==> src/tbmmc_pkg.sv <==
// Package for the two-button motor mode controller.
// Holds the direction and register codes, reset values, the qualifier state
// type and the per-button qualifier step function. No dependencies.
package tbmmc_pkg;

	// direction state codes
	localparam logic [1:0] DIR_CCW  = 2'd0;
	localparam logic [1:0] DIR_STOP = 2'd1;
	localparam logic [1:0] DIR_CW   = 2'd2;

	// configuration register indexes
	localparam int unsigned CFG_IDX_W = 3;
	localparam logic [CFG_IDX_W-1:0] REG_QUALIFY_TICKS = 3'd0;
	localparam logic [CFG_IDX_W-1:0] REG_WINDOW_TICKS  = 3'd1;
	localparam logic [CFG_IDX_W-1:0] REG_POWER_STEP    = 3'd2;
	localparam logic [CFG_IDX_W-1:0] REG_POWER_LIMIT   = 3'd3;

	// register reset values
	localparam logic [7:0] QUALIFY_TICKS_RST = 8'd4;
	localparam logic [7:0] WINDOW_TICKS_RST  = 8'd4;
	localparam logic [6:0] POWER_STEP_RST    = 7'd5;
	localparam logic [6:0] POWER_LIMIT_RST   = 7'd100;

	// led bit positions
	localparam int unsigned LED_BIT_RED   = 0;
	localparam int unsigned LED_BIT_GREEN = 1;
	localparam int unsigned LED_BIT_BLUE  = 2;

	typedef struct packed {
		logic       prev;
		logic       active;
		logic       phase;
		logic [7:0] count;
	} qual_t;

	typedef struct packed {
		qual_t q;
		logic  hit;
	} qual_res_t;

	localparam qual_t QUAL_RST = '{prev: 1'b1, active: 1'b0, phase: 1'b0, count: 8'd0};

	// One tick of a two-phase press qualifier; hit flags a confirmed press.
	function automatic qual_res_t qual_step(qual_t q, logic level, logic [7:0] qt);
		qual_res_t r;
		r.q   = q;
		r.hit = 1'b0;
		if (q.prev && !level) begin
			// falling edge: restart, phase kept
			r.q.count  = 8'd0;
			r.q.active = 1'b1;
		end else if (q.active) begin
			if (!level || q.phase) begin
				if (q.count != 8'hFF) begin
					r.q.count = q.count + 8'd1;
				end
			end else begin
				r.q.active = 1'b0;
			end
			if (r.q.count >= qt) begin
				if (q.phase) begin
					r.q.phase  = 1'b0;
					r.q.active = 1'b0;
					r.hit      = 1'b1;
				end else begin
					r.q.count = 8'd0;
					r.q.phase = 1'b1;
				end
			end
		end
		r.q.prev = level;
		return r;
	endfunction

endpackage

==> src/two_button_motor_mode_controller_top.sv <==
// Ticks go via the input and state registers; one tick per cycle unless the result stalls.
// The tick is captured in an input register; the next-state logic between it and the
// state registers (which double as the result register) is a single short pass.
// A stalled result holds the input register; the input stalls only when both are full.
// Reset (arst_n low, asynchronous) clears the beats, loads register defaults,
// puts the motor in rotation mode at stop with zero power and all LEDs off.
module two_button_motor_mode_controller_top (
	input  logic                             clk,
	input  logic                             arst_n,
	// tick input
	input  logic                             in_valid,
	output logic                             in_stall,
	input  logic                             level_a,
	input  logic                             level_b,
	// result output
	output logic                             out_valid,
	input  logic                             out_stall,
	output logic                             drive_in1,
	output logic                             drive_in2,
	output logic [7:0]                       pwm_duty,
	output logic [6:0]                       power_percent,
	output logic                             red_led,
	output logic                             green_led,
	output logic                             blue_led,
	output logic                             turn_mode,
	// configuration writes
	input  logic                             cfg_valid,
	output logic                             cfg_ready,
	input  logic [tbmmc_pkg::CFG_IDX_W-1:0]  cfg_index,
	input  logic [7:0]                       cfg_data
);

	// configuration registers
	logic [7:0] qualify_ticks_q;
	logic [7:0] window_ticks_q;
	logic [6:0] power_step_q;
	logic [6:0] power_limit_q;

	// input stage
	logic valid_s1;
	logic level_a_s1;
	logic level_b_s1;

	// controller state
	tbmmc_pkg::qual_t qual_a_q, qual_b_q;
	logic [1:0] flags_q;
	logic [7:0] win_q;
	logic       mode_q;
	logic [1:0] dir_q;
	logic [6:0] pwr_q;
	logic [2:0] led_q;
	logic       out_valid_q;

	// next state
	tbmmc_pkg::qual_t qual_a_d, qual_b_d;
	tbmmc_pkg::qual_res_t res_a, res_b;
	logic [1:0] flags_d;
	logic [7:0] win_d;
	logic       mode_d;
	logic [1:0] dir_d;
	logic [6:0] pwr_d;
	logic [2:0] led_d;
	logic [7:0] psum;
	logic [1:0] target;

	logic advance;

	assign cfg_ready = 1'b1;
	assign advance   = valid_s1 && (!out_valid_q || !out_stall);
	assign in_stall  = valid_s1 && out_valid_q && out_stall;

	// configuration write port
	always_ff @(posedge clk or negedge arst_n) begin
		if (!arst_n) begin
			qualify_ticks_q <= tbmmc_pkg::QUALIFY_TICKS_RST;
			window_ticks_q  <= tbmmc_pkg::WINDOW_TICKS_RST;
			power_step_q    <= tbmmc_pkg::POWER_STEP_RST;
			power_limit_q   <= tbmmc_pkg::POWER_LIMIT_RST;
		end else if (cfg_valid && cfg_ready) begin
			case (cfg_index)
				tbmmc_pkg::REG_QUALIFY_TICKS: qualify_ticks_q <= cfg_data;
				tbmmc_pkg::REG_WINDOW_TICKS:  window_ticks_q  <= cfg_data;
				tbmmc_pkg::REG_POWER_STEP:    power_step_q    <= cfg_data[6:0];
				tbmmc_pkg::REG_POWER_LIMIT:   power_limit_q   <= cfg_data[6:0];
				default: ;
			endcase
		end
	end

	// input register
	always_ff @(posedge clk or negedge arst_n) begin
		if (!arst_n) begin
			valid_s1 <= 1'b0;
		end else if (!in_stall) begin
			valid_s1 <= in_valid;
		end
	end

	always_ff @(posedge clk) begin
		if (!in_stall && in_valid) begin
			level_a_s1 <= level_a;
			level_b_s1 <= level_b;
		end
	end

	// next-state logic for one tick: window expiry first, then both qualifiers
	always_comb begin
		win_d   = win_q;
		flags_d = flags_q;
		mode_d  = mode_q;
		dir_d   = dir_q;
		pwr_d   = pwr_q;
		led_d   = led_q;
		psum    = {1'b0, pwr_q} + {1'b0, power_step_q};
		target  = flags_q[0] ? tbmmc_pkg::DIR_CCW : tbmmc_pkg::DIR_CW;

		if (win_q != 8'd0) begin
			win_d = win_q - 8'd1;
			if (win_d == 8'd0) begin
				if (flags_q[0] && flags_q[1]) begin
					// both buttons: swap mode, LEDs show it
					mode_d = !mode_q;
					led_d[tbmmc_pkg::LED_BIT_GREEN] = mode_d;
					led_d[tbmmc_pkg::LED_BIT_BLUE]  = !mode_d;
				end else if (flags_q[0] || flags_q[1]) begin
					if (mode_q) begin
						// direction command, through stop
						if (dir_q != tbmmc_pkg::DIR_STOP) begin
							dir_d = tbmmc_pkg::DIR_STOP;
						end else begin
							dir_d = target;
							led_d[tbmmc_pkg::LED_BIT_GREEN] = mode_q;
							led_d[tbmmc_pkg::LED_BIT_BLUE]  = !mode_q;
						end
						led_d[tbmmc_pkg::LED_BIT_RED] = !led_q[tbmmc_pkg::LED_BIT_RED];
					end else if (flags_q[0]) begin
						// raise, saturate at limit
						if (psum > {1'b0, power_limit_q}) begin
							pwr_d = power_limit_q;
						end else begin
							pwr_d = psum[6:0];
						end
					end else if (pwr_q >= power_step_q) begin
						pwr_d = pwr_q - power_step_q;
					end else begin
						pwr_d = 7'd0;
					end
				end
				flags_d = 2'b00;
			end
		end

		res_a    = tbmmc_pkg::qual_step(qual_a_q, level_a_s1, qualify_ticks_q);
		res_b    = tbmmc_pkg::qual_step(qual_b_q, level_b_s1, qualify_ticks_q);
		qual_a_d = res_a.q;
		qual_b_d = res_b.q;
		if (res_a.hit) begin
			flags_d[0] = 1'b1;
			win_d      = window_ticks_q;
		end
		if (res_b.hit) begin
			flags_d[1] = 1'b1;
			win_d      = window_ticks_q;
		end
	end

	// state registers, also the result register
	always_ff @(posedge clk or negedge arst_n) begin
		if (!arst_n) begin
			qual_a_q    <= tbmmc_pkg::QUAL_RST;
			qual_b_q    <= tbmmc_pkg::QUAL_RST;
			flags_q     <= 2'b00;
			win_q       <= 8'd0;
			mode_q      <= 1'b1;
			dir_q       <= tbmmc_pkg::DIR_STOP;
			pwr_q       <= 7'd0;
			led_q       <= 3'b000;
			out_valid_q <= 1'b0;
		end else begin
			if (advance) begin
				qual_a_q <= qual_a_d;
				qual_b_q <= qual_b_d;
				flags_q  <= flags_d;
				win_q    <= win_d;
				mode_q   <= mode_d;
				dir_q    <= dir_d;
				pwr_q    <= pwr_d;
				led_q    <= led_d;
			end
			if (advance) begin
				out_valid_q <= 1'b1;
			end else if (!out_stall) begin
				out_valid_q <= 1'b0;
			end
		end
	end

	// result beat decode
	assign out_valid     = out_valid_q;
	assign drive_in1     = (dir_q == tbmmc_pkg::DIR_CW);
	assign drive_in2     = (dir_q == tbmmc_pkg::DIR_CCW);
	assign pwm_duty      = {pwr_q, 1'b0};
	assign power_percent = pwr_q;
	assign red_led       = led_q[tbmmc_pkg::LED_BIT_RED];
	assign green_led     = led_q[tbmmc_pkg::LED_BIT_GREEN];
	assign blue_led      = led_q[tbmmc_pkg::LED_BIT_BLUE];
	assign turn_mode     = mode_q;

endmodule

==> config.mk <==
export PLATFORM = sky130hd
export DESIGN_NAME = two_button_motor_mode_controller_top
export DESIGN_NICKNAME = d
export VERILOG_FILES = /design/src/tbmmc_pkg.sv /design/src/two_button_motor_mode_controller_top.sv
export SDC_FILE = /design/constraint.sdc
export NUM_CORES = 1
export LEC_CHECK = 0
export ABC_AREA = 1
export BUFFER_PORTS_ARGS = -buffer_cell sky130_fd_sc_hd__buf_2
export CAP_MARGIN = 20
export CORE_MARGIN = 2
export CORE_UTILIZATION = 50
export CTS_CLUSTER_DIAMETER = 120
export CTS_CLUSTER_SIZE = 40
export DETAILED_ROUTE_END_ITERATION = 6
export PLACE_DENSITY = 0.71
export SLEW_MARGIN = 40
export SYNTH_ARGS = -nofsm -noshare
export SYNTH_HDL_FRONTEND = slang
export SYNTH_SLANG_ARGS = --single-unit
==> constraint.sdc <==
create_clock -name clk -period 2.5 [get_ports clk]
set_input_delay 0.25 -clock clk [delete_from_list [all_inputs] [get_ports clk]]
set_output_delay 0.25 -clock clk [all_outputs]
set_load 0.05 [all_outputs]
# Yosys cells after proc, flatten, opt, wreduce, memory -nomap -nowiden
# Index checks and enable logic that the tools add are counted.
totals:
  word_cells: 138
  inputBits: 18
  out_inout_bits: 24
  regBits: 79
op_classes:
  n_addsub: 5
  n_eq_ne: 9
  order_cmp: 4
  n_mux: 46
  bitwise: 4
  reduce_logical: 46
ops:
  columns: ["op", "n"]
  rows:
  - ["$mux W8", 15]
  - ["$mux W11", 4]
  - ["$mux W7", 3]
  - ["$reduce_and A6 Y1", 3]
  - ["$add A8 B1 Y8 const B", 2]
  - ["$ge A8 B8 Y1", 2]
  - ["$mux W1", 16]
  - ["$ne A8 B8 Y1 const B", 2]
  - ["$reduce_bool A2 Y1", 8]
  - ["$reduce_and A2 Y1", 7]
  - ["$mux W2", 6]
  - ["$reduce_and A4 Y1", 3]
  - ["$add A7 B7 Y8", 1]
  - ["$gt A8 B7 Y1", 1]
  - ["$logic_not A8 Y1", 1]
  - ["$reduce_bool A8 Y1", 1]
  - ["$sub A8 B1 Y8 const B", 1]
  - ["$ge A7 B7 Y1", 1]
  - ["$logic_and A1 B1 Y1", 7]
  - ["$logic_not A1 Y1", 7]
  - ["$sub A7 B7 Y7", 1]
  - ["$eq A3 B2 Y1 const B", 2]
  - ["$mux W3", 2]
  - ["$reduce_and A3 Y1", 2]
  - ["other kinds (9)", 16]

# Depth between registers and ports, before layout
logic_depth:
  word_depth: 11
  mapped_depth: 23
  ltp_nobuf: 22

# Worst setup path before layout
# Ideal clock, no wire load.
synth_path:
  path_kind: "register to register"
  startpoint: "register pwr_q[0] (netlist: power_percent[0])"
  endpoint: "register pwr_q[3] (netlist: power_percent[3])"
  setup_ns: 0.118
  path_slack_ns: -0.263
  arrival_ns: 2.645
  period_less_slack_ns: 2.763
  path_buffers: 0
  stages_incl_launch_ff: 19
  cell_sequence: "dfrtp_1 ha_1 fa_1 nand3_1 nand4_1 nand2_1 inv_1 ha_1 inv_1 nor2_1 nand2_1 nand2_1 nand2_1 nand2_2 nand2_1 nand3_1 nand2_1 nand2_1 nand2_1"
synth_via:
  elab_chain_len: 4
  word_cells_on_any_way: 7
  cone_classes: "add/sub: 2; order compare: 2; mux: 3"
synth_rtl:
  columns: ["item", "line", "rtl"]
  rows:
  - ["start: declaration", "two_button_motor_mode_controller_top.sv:50", "logic [6:0] pwr_q;"]
  - ["start signal: assignment", "two_button_motor_mode_controller_top.sv:187", "pwr_q <= pwr_d;"]
  - ["$add A7 B7 Y8", "two_button_motor_mode_controller_top.sv:114", "psum = {1'b0, pwr_q} + {1'b0, power_step_q};"]
  - ["$gt A8 B7 Y1", "two_button_motor_mode_controller_top.sv:138", "if (psum > {1'b0, power_limit_q}) begin"]
  - ["$mux W7", "two_button_motor_mode_controller_top.sv:138", null]
  - ["$mux W7 *", "two_button_motor_mode_controller_top.sv:136", "end else if (flags_q[0]) begin"]
# Every way passes the cells marked *; elsewhere a longest branch is shown, timed or not.
# A chain may end at the register's enable or synchronous reset.

# Worst setup path after layout
layout_path:
  startpoint: "register qual_b_q[3] in the netlist's numbering"
  endpoint: "register win_q[5]"
layout_via:
  elab_chain_len: 11
  word_cells_on_any_way: 13
  cone_classes: "add/sub: 1; order compare: 1; eq/ne: 1; mux: 8; reduce/logical: 2"
layout_rtl:
  columns: ["item", "line", "rtl"]
  rows:
  - ["start: declaration", "two_button_motor_mode_controller_top.sv:45", "tbmmc_pkg::qual_t qual_a_q, qual_b_q;"]
  - ["start signal: assignment", "two_button_motor_mode_controller_top.sv:171", "qual_b_q <= tbmmc_pkg::QUAL_RST;"]
  - ["start signal: assignment", "two_button_motor_mode_controller_top.sv:182", "qual_b_q <= qual_b_d;"]
  - ["$add A8 B1 Y8 / $ne A8 B8 Y1 (equally long branches)", "tbmmc_pkg.sv:55, tbmmc_pkg.sv:54", null]
  - ["$mux W8", "tbmmc_pkg.sv:54", "if (q.count != 8'hFF) begin"]
  - ["$mux W8 *", "tbmmc_pkg.sv:53", "if (!level || q.phase) begin"]
  - ["$mux W8 *", "tbmmc_pkg.sv:52", "end else if (q.active) begin"]
  - ["$mux W8 *", "tbmmc_pkg.sv:48", "if (q.prev && !level) begin"]
  - ["$ge A8 B8 Y1 *", "tbmmc_pkg.sv:60", "if (r.q.count >= qt) begin"]
  - ["$mux W11 *", "tbmmc_pkg.sv:60", null]
  - ["$mux W11 *", "tbmmc_pkg.sv:52", null]
  - ["$mux W1 *", "tbmmc_pkg.sv:48", null]
  - ["$reduce_bool A3 Y1 (no line)", null, null]
  - ["$reduce_and A2 Y1 (no line)", null, null]
  - ["end signal: assignment", "two_button_motor_mode_controller_top.sv:184", "win_q <= win_d;"]
  - ["end: declaration", "two_button_motor_mode_controller_top.sv:47", "logic [7:0] win_q;"]
# Every way passes the cells marked *; elsewhere a longest branch is shown, timed or not. The select of a mux whose other input is x is not followed.

==> impl_metrics.prom <==
# TYPE chip_impl_metric gauge
chip_impl_info{name="cts.root.buffer_cell",value="clkbuf_8"} 1
chip_impl_metric{name="synth_area_per_cell",unit="sq um"} 7.340
chip_impl_metric{name="multi_input_comb_area",unit="sq um"} 3829
chip_impl_metric{name="place_congestion",unit=""} 0.8999
chip_impl_info{name="netlist_top_cells_area",value="dfrtp_1 (30%), nand2_1 (14%), ha_1 (9.5%)"} 1
chip_impl_metric{name="achievable-frequency",unit="GHz"} 0.3536
chip_impl_metric{name="seq_area",unit="sq um"} 2011
chip_impl_metric{name="post_layout_net_count",unit=""} 944
chip_impl_metric{name="first_pass_grt_wire_length",unit="um"} 25230
chip_impl_metric{name="layout-drive-gt1-share",unit=""} 0.4014
chip_impl_metric{name="synth_largest_type_area_fraction",unit=""} 0.2984
chip_impl_metric{name="slew_headroom",unit=""} 0.3978
chip_impl_metric{name="route.vias.total",unit=""} 5608
chip_impl_metric{name="power.net_switching",unit="mW"} 4.409
chip_impl_metric{name="avgRoutedWirePerCell",unit="um"} 16.41
chip_impl_metric{name="sequentialPowerShare",unit=""} 0.218
chip_impl_metric{name="max_cap_viol_count",unit=""} 0
chip_impl_info{name="timing.hold.worst.class",value="input pin to register"} 1
chip_impl_info{name="worst_setup_path_startpoint",value="qual_b_q[3]"} 1
chip_impl_metric{name="power_density",unit="nW/um^2"} 1183
chip_impl_metric{name="ys_seq_elements",unit=""} 79
chip_impl_info{name="r2r-start",value="qual_b_q[3]"} 1
chip_impl_metric{name="r2r_cells",unit=""} 20
chip_impl_metric{name="remaining_drc_errors",unit=""} 0
chip_impl_metric{name="final_cells",unit=""} 1027
chip_impl_metric{name="io_pins",unit=""} 42
chip_impl_metric{name="routed_via_density",unit=""} 5.461
chip_impl_metric{name="core-area",unit="sq um"} 10840
chip_impl_metric{name="grt_pass1_vias",unit=""} 5462
chip_impl_metric{name="clk_pin_slew_worst_paths",unit="ns"} 0.09
chip_impl_metric{name="worst_slew_pin_slew",unit="ns"} 0.8985
chip_impl_info{name="result_of_the_run",value="finished, violations left"} 1
chip_impl_metric{name="critical_path.max_fanout",unit=""} 5
chip_impl_metric{name="layout-area-overhead-vs-synth",unit="%"} 39.61
chip_impl_metric{name="finalInstanceArea",unit="sq um"} 7726
chip_impl_metric{name="cts_inserted_buffers",unit=""} 9
chip_impl_metric{name="globalRouteOverflowTotal",unit=""} 0
chip_impl_metric{name="placedInstanceArea",unit="sq um"} 6429
chip_impl_metric{name="start_util",unit=""} 0.5105
chip_impl_metric{name="hold_violations",unit=""} 0
chip_impl_metric{name="worst_ep_arrival_time",unit="ns"} 3.11
chip_impl_metric{name="fin_ws",unit="ns"} -0.3282
chip_impl_metric{name="grt_antenna_before_repair",unit=""} 0
chip_impl_metric{name="worst_hold_slack",unit="ns"} 0.03313
chip_impl_metric{name="rows",unit=""} 38
chip_impl_info{name="timing.rr.end",value="win_q[5]"} 1
chip_impl_metric{name="synth_nets",unit=""} 816
chip_impl_info{name="cts_tree",value="built"} 1
chip_impl_info{name="violated_checks",value="negative setup slack"} 1
chip_impl_metric{name="place.detailed.hpwl",unit="um"} 10750
chip_impl_metric{name="insertion_delay_of_the_later_clocked_pin_in_the_worst_skew_pair",unit="ns"} 0.39
chip_impl_metric{name="clock_power_share",unit=""} 0.123
chip_impl_metric{name="synth.yosys.warnings",unit=""} 0
chip_impl_metric{name="cp.required",unit="ns"} 2.78
chip_impl_metric{name="die_height",unit="um"} 109.2
chip_impl_metric{name="grt_max_degree",unit=""} 45
chip_impl_info{name="grt_setup_unrepaired",value="yes"} 1
chip_impl_metric{name="gr-usage-all-layers",unit=""} 0.2742
chip_impl_metric{name="final.setup.tns",unit="ns"} -7.383
chip_impl_metric{name="cts_htree_levels",unit=""} 3
chip_impl_metric{name="detail_route.iter0.violations",unit=""} 456
chip_impl_info{name="path_type_of_the_worst_setup_path",value="register to register"} 1
chip_impl_metric{name="detail_route.first_pass.iterations",unit=""} 5
chip_impl_metric{name="post_synth_inst_count",unit=""} 754
chip_impl_metric{name="syn-cell-area",unit="sq um"} 5534
chip_impl_metric{name="insertedDiodeCount",unit=""} 0
chip_impl_metric{name="setup-violations-final",unit=""} 35
chip_impl_metric{name="shortest_period_the_worst_path_allows",unit="ns"} 2.828
chip_impl_metric{name="route.final.wire_length",unit="um"} 16860
chip_impl_info{name="type_of_element_capturing_the_critical_path",value="register"} 1
chip_impl_metric{name="clock-sinks",unit=""} 79
chip_impl_metric{name="synth_cell_type_count",unit=""} 40
chip_impl_metric{name="final_min_period_over_clock_period",unit=""} 1.131
chip_impl_metric{name="synth_seq_area_share",unit=""} 0.3615
chip_impl_metric{name="portBuffers",unit=""} 39
chip_impl_metric{name="cellLeakagePower",unit="nW"} 3.951
chip_impl_metric{name="antenna_nets_post_route",unit=""} 0
chip_impl_metric{name="finClkSkew",unit="ns"} 0.01266
chip_impl_metric{name="die_x",unit="um"} 109.2
chip_impl_info{name="synth_largest_area_cell",value="dfrtp_1"} 1
chip_impl_info{name="worstSetupEndpoint",value="win_q[5]"} 1
chip_impl_metric{name="intPower",unit="mW"} 4.733
chip_impl_metric{name="power_switching_share",unit=""} 0.4823
chip_impl_metric{name="place.detailed.instances",unit=""} 977
chip_impl_info{name="timing.critical_path.from_type",value="register"} 1
chip_impl_metric{name="power.combinational.fraction",unit=""} 0.659
chip_impl_metric{name="die_area",unit="sq um"} 11930
chip_impl_metric{name="fillerInstances",unit=""} 798
chip_impl_metric{name="rrSetupSlack",unit="ns"} -0.33
chip_impl_metric{name="slew_viol_final",unit=""} 0
chip_impl_metric{name="peakVddDrop",unit="mV"} 0.6647
chip_impl_metric{name="clk_path_buf_depth",unit=""} 2
==> Yosys cell counts, drive strengths merged <==
cell type    n
nand4       17
o211ai       2
nand2      215
clkbuf       6
a31oi        2
fa           2
a211oi       1
buf         15
conb         2
nand3       72
nor3         7
dfrtp       66
o22ai       11
dfstp       11
xnor2        4
or2          1
a21oi       21
a21o         3
o21ai       50
edfxtp       2
nor2        56
nand3b       4
ha          42
xor2        15
inv        127
==> cell type report <==
cell class / instances / share of cell area
clock buffers: 11 / 0.01830
repair buffers: 136 / 0.1300
inverters: 127 / 0.06267
clock inverters: 5 / 0.01053
multi-input cells: 529 / 0.4955
flip-flops and latches: 79 / 0.2602
well taps: 140 / 0.02267
==> layout by cell type, fill, tap and decap left out, types with 8 or more instances in the layout <==
master / Yosys / final
o21ai_0: 44 / 34
o22ai_2: 0 / 8
nand4_1: 16 / 16
buf_2: 6 / 38
nand2_4: 3 / 11
ha_1: 42 / 26
nand3_2: 6 / 27
a21oi_2: 1 / 8
o21ai_1: 5 / 13
inv_2: 9 / 22
ha_4: 0 / 13
dfstp_2: 11 / 11
nand2_1: 205 / 159
nor2_2: 1 / 11
clkbuf_8: 0 / 10
nand2_2: 7 / 41
nand3_1: 65 / 36
buf_4: 9 / 86
dfrtp_1: 66 / 60
nand3_4: 1 / 9
nor2_1: 51 / 37
a21oi_1: 20 / 13
xor2_1: 14 / 9
inv_1: 118 / 103
==> logic make-up (layout without fill, tap and decap cells) <==
logic type	Yosys count	in the layout	synth area share
compound gates	90	90	0.08840
flops	79	79	0.3615
fa+ha+maj	44	44	0.1022
xor+xnor	19	19	0.03143
other cells	2	2	0.001357
buf+inv	148	279	0.1078
simple gates	372	374	0.3073
==> power by group through the flow <==
stage          Sequential, mW  Clock [mW]  Combinational [mW]
2_1_floorplan            2.02           0                2.80
5_1_grt                  2.03        1.18                6.51
3_5_place_dp             1.97           0                4.26
6_report                 1.99        1.12                6.03
3_3_place_gp             1.95           0                4.09
4_1_cts                  1.95        1.13                4.99
==> worst min path at each step <==
stage / depth (start not counted) / slack (ns) / to / start
6_report: 1 / 0.03 / level_b_s1 / level_b
3_5_place_dp: 1 / 0.30 / power_percent[1] / arst_n
4_1_cts: 1 / 0.02 / level_b_s1 / level_b
3_3_place_gp: 1 / 0.29 / power_percent[1] / arst_n
2_1_floorplan: 0 / -0.05 / dir_q[1] / arst_n
5_1_grt: 1 / 0.03 / level_a_s1 / level_a
==> what timing repair did <==
action | 4_1_cts | 5_1_grt
gates cloned | 2 | 0
hold buffers | 1 | 0
pin swaps | 54 | 57
endpoints found under the hold margin | 37 | 0
setup buffers | 16 | 15
resized for setup | 90 | 96
endpoints found under the setup margin | 37 | 37
==> flip-flops by register name, indices dropped and copies added (netlist names) <==
register	count
level_b_s1	1
qual_a_q	11
power_limit_q	7
qual_b_q	11
window_ticks_q	8
power_percent	7
led_q	3
win_q	8
flags_q	2
level_a_s1	1
qualify_ticks_q	8
valid_s1	1
turn_mode	1
dir_q	2
out_valid	1
power_step_q	7
==> stage by stage <==
stage	setup WS (ns)	power, mW	util
6_report	-0.3282	9.142	0.7127
5_1_grt	-0.4423	9.723	0.7127
4_1_cts	-0.1501	8.076	0.6622
3_5_place_dp	-0.2753	6.225	0.5930
3_3_place_gp	-0.1157	6.043	0.5930
2_1_floorplan	-0.02874	4.819	-
==> layer usage <==
layer	share of wire	up-vias	track usage
met5	0	-	0
met4	0.044	0	0.1546
met3	0.045	62	0.04603
met2	0.52	217	0.4836
met1	0.39	2679	0.3135
li1	-	2650	-
==> critical path, cell delays in order (launching register included) <==
cell and delay [ns]:
dfrtp_1 0.39, buf_4 0.13, nand2_1 0.05, nor3_1 0.12, nand2_1 0.11, xor2_1 0.19
nand3_1 0.13, o21ai_1 0.17, inv_1 0.08, ha_1 0.30, a21oi_1 0.16, nor2_1 0.06
nor2_1 0.10, nand3_2 0.14, nand3_4 0.16, buf_12 0.13, nand2_8 0.05, nand2_1 0.06
nand2_1 0.07, nand2_2 0.08, nand2_2 0.05
Note: power is estimated with default switching activity, not from simulation.
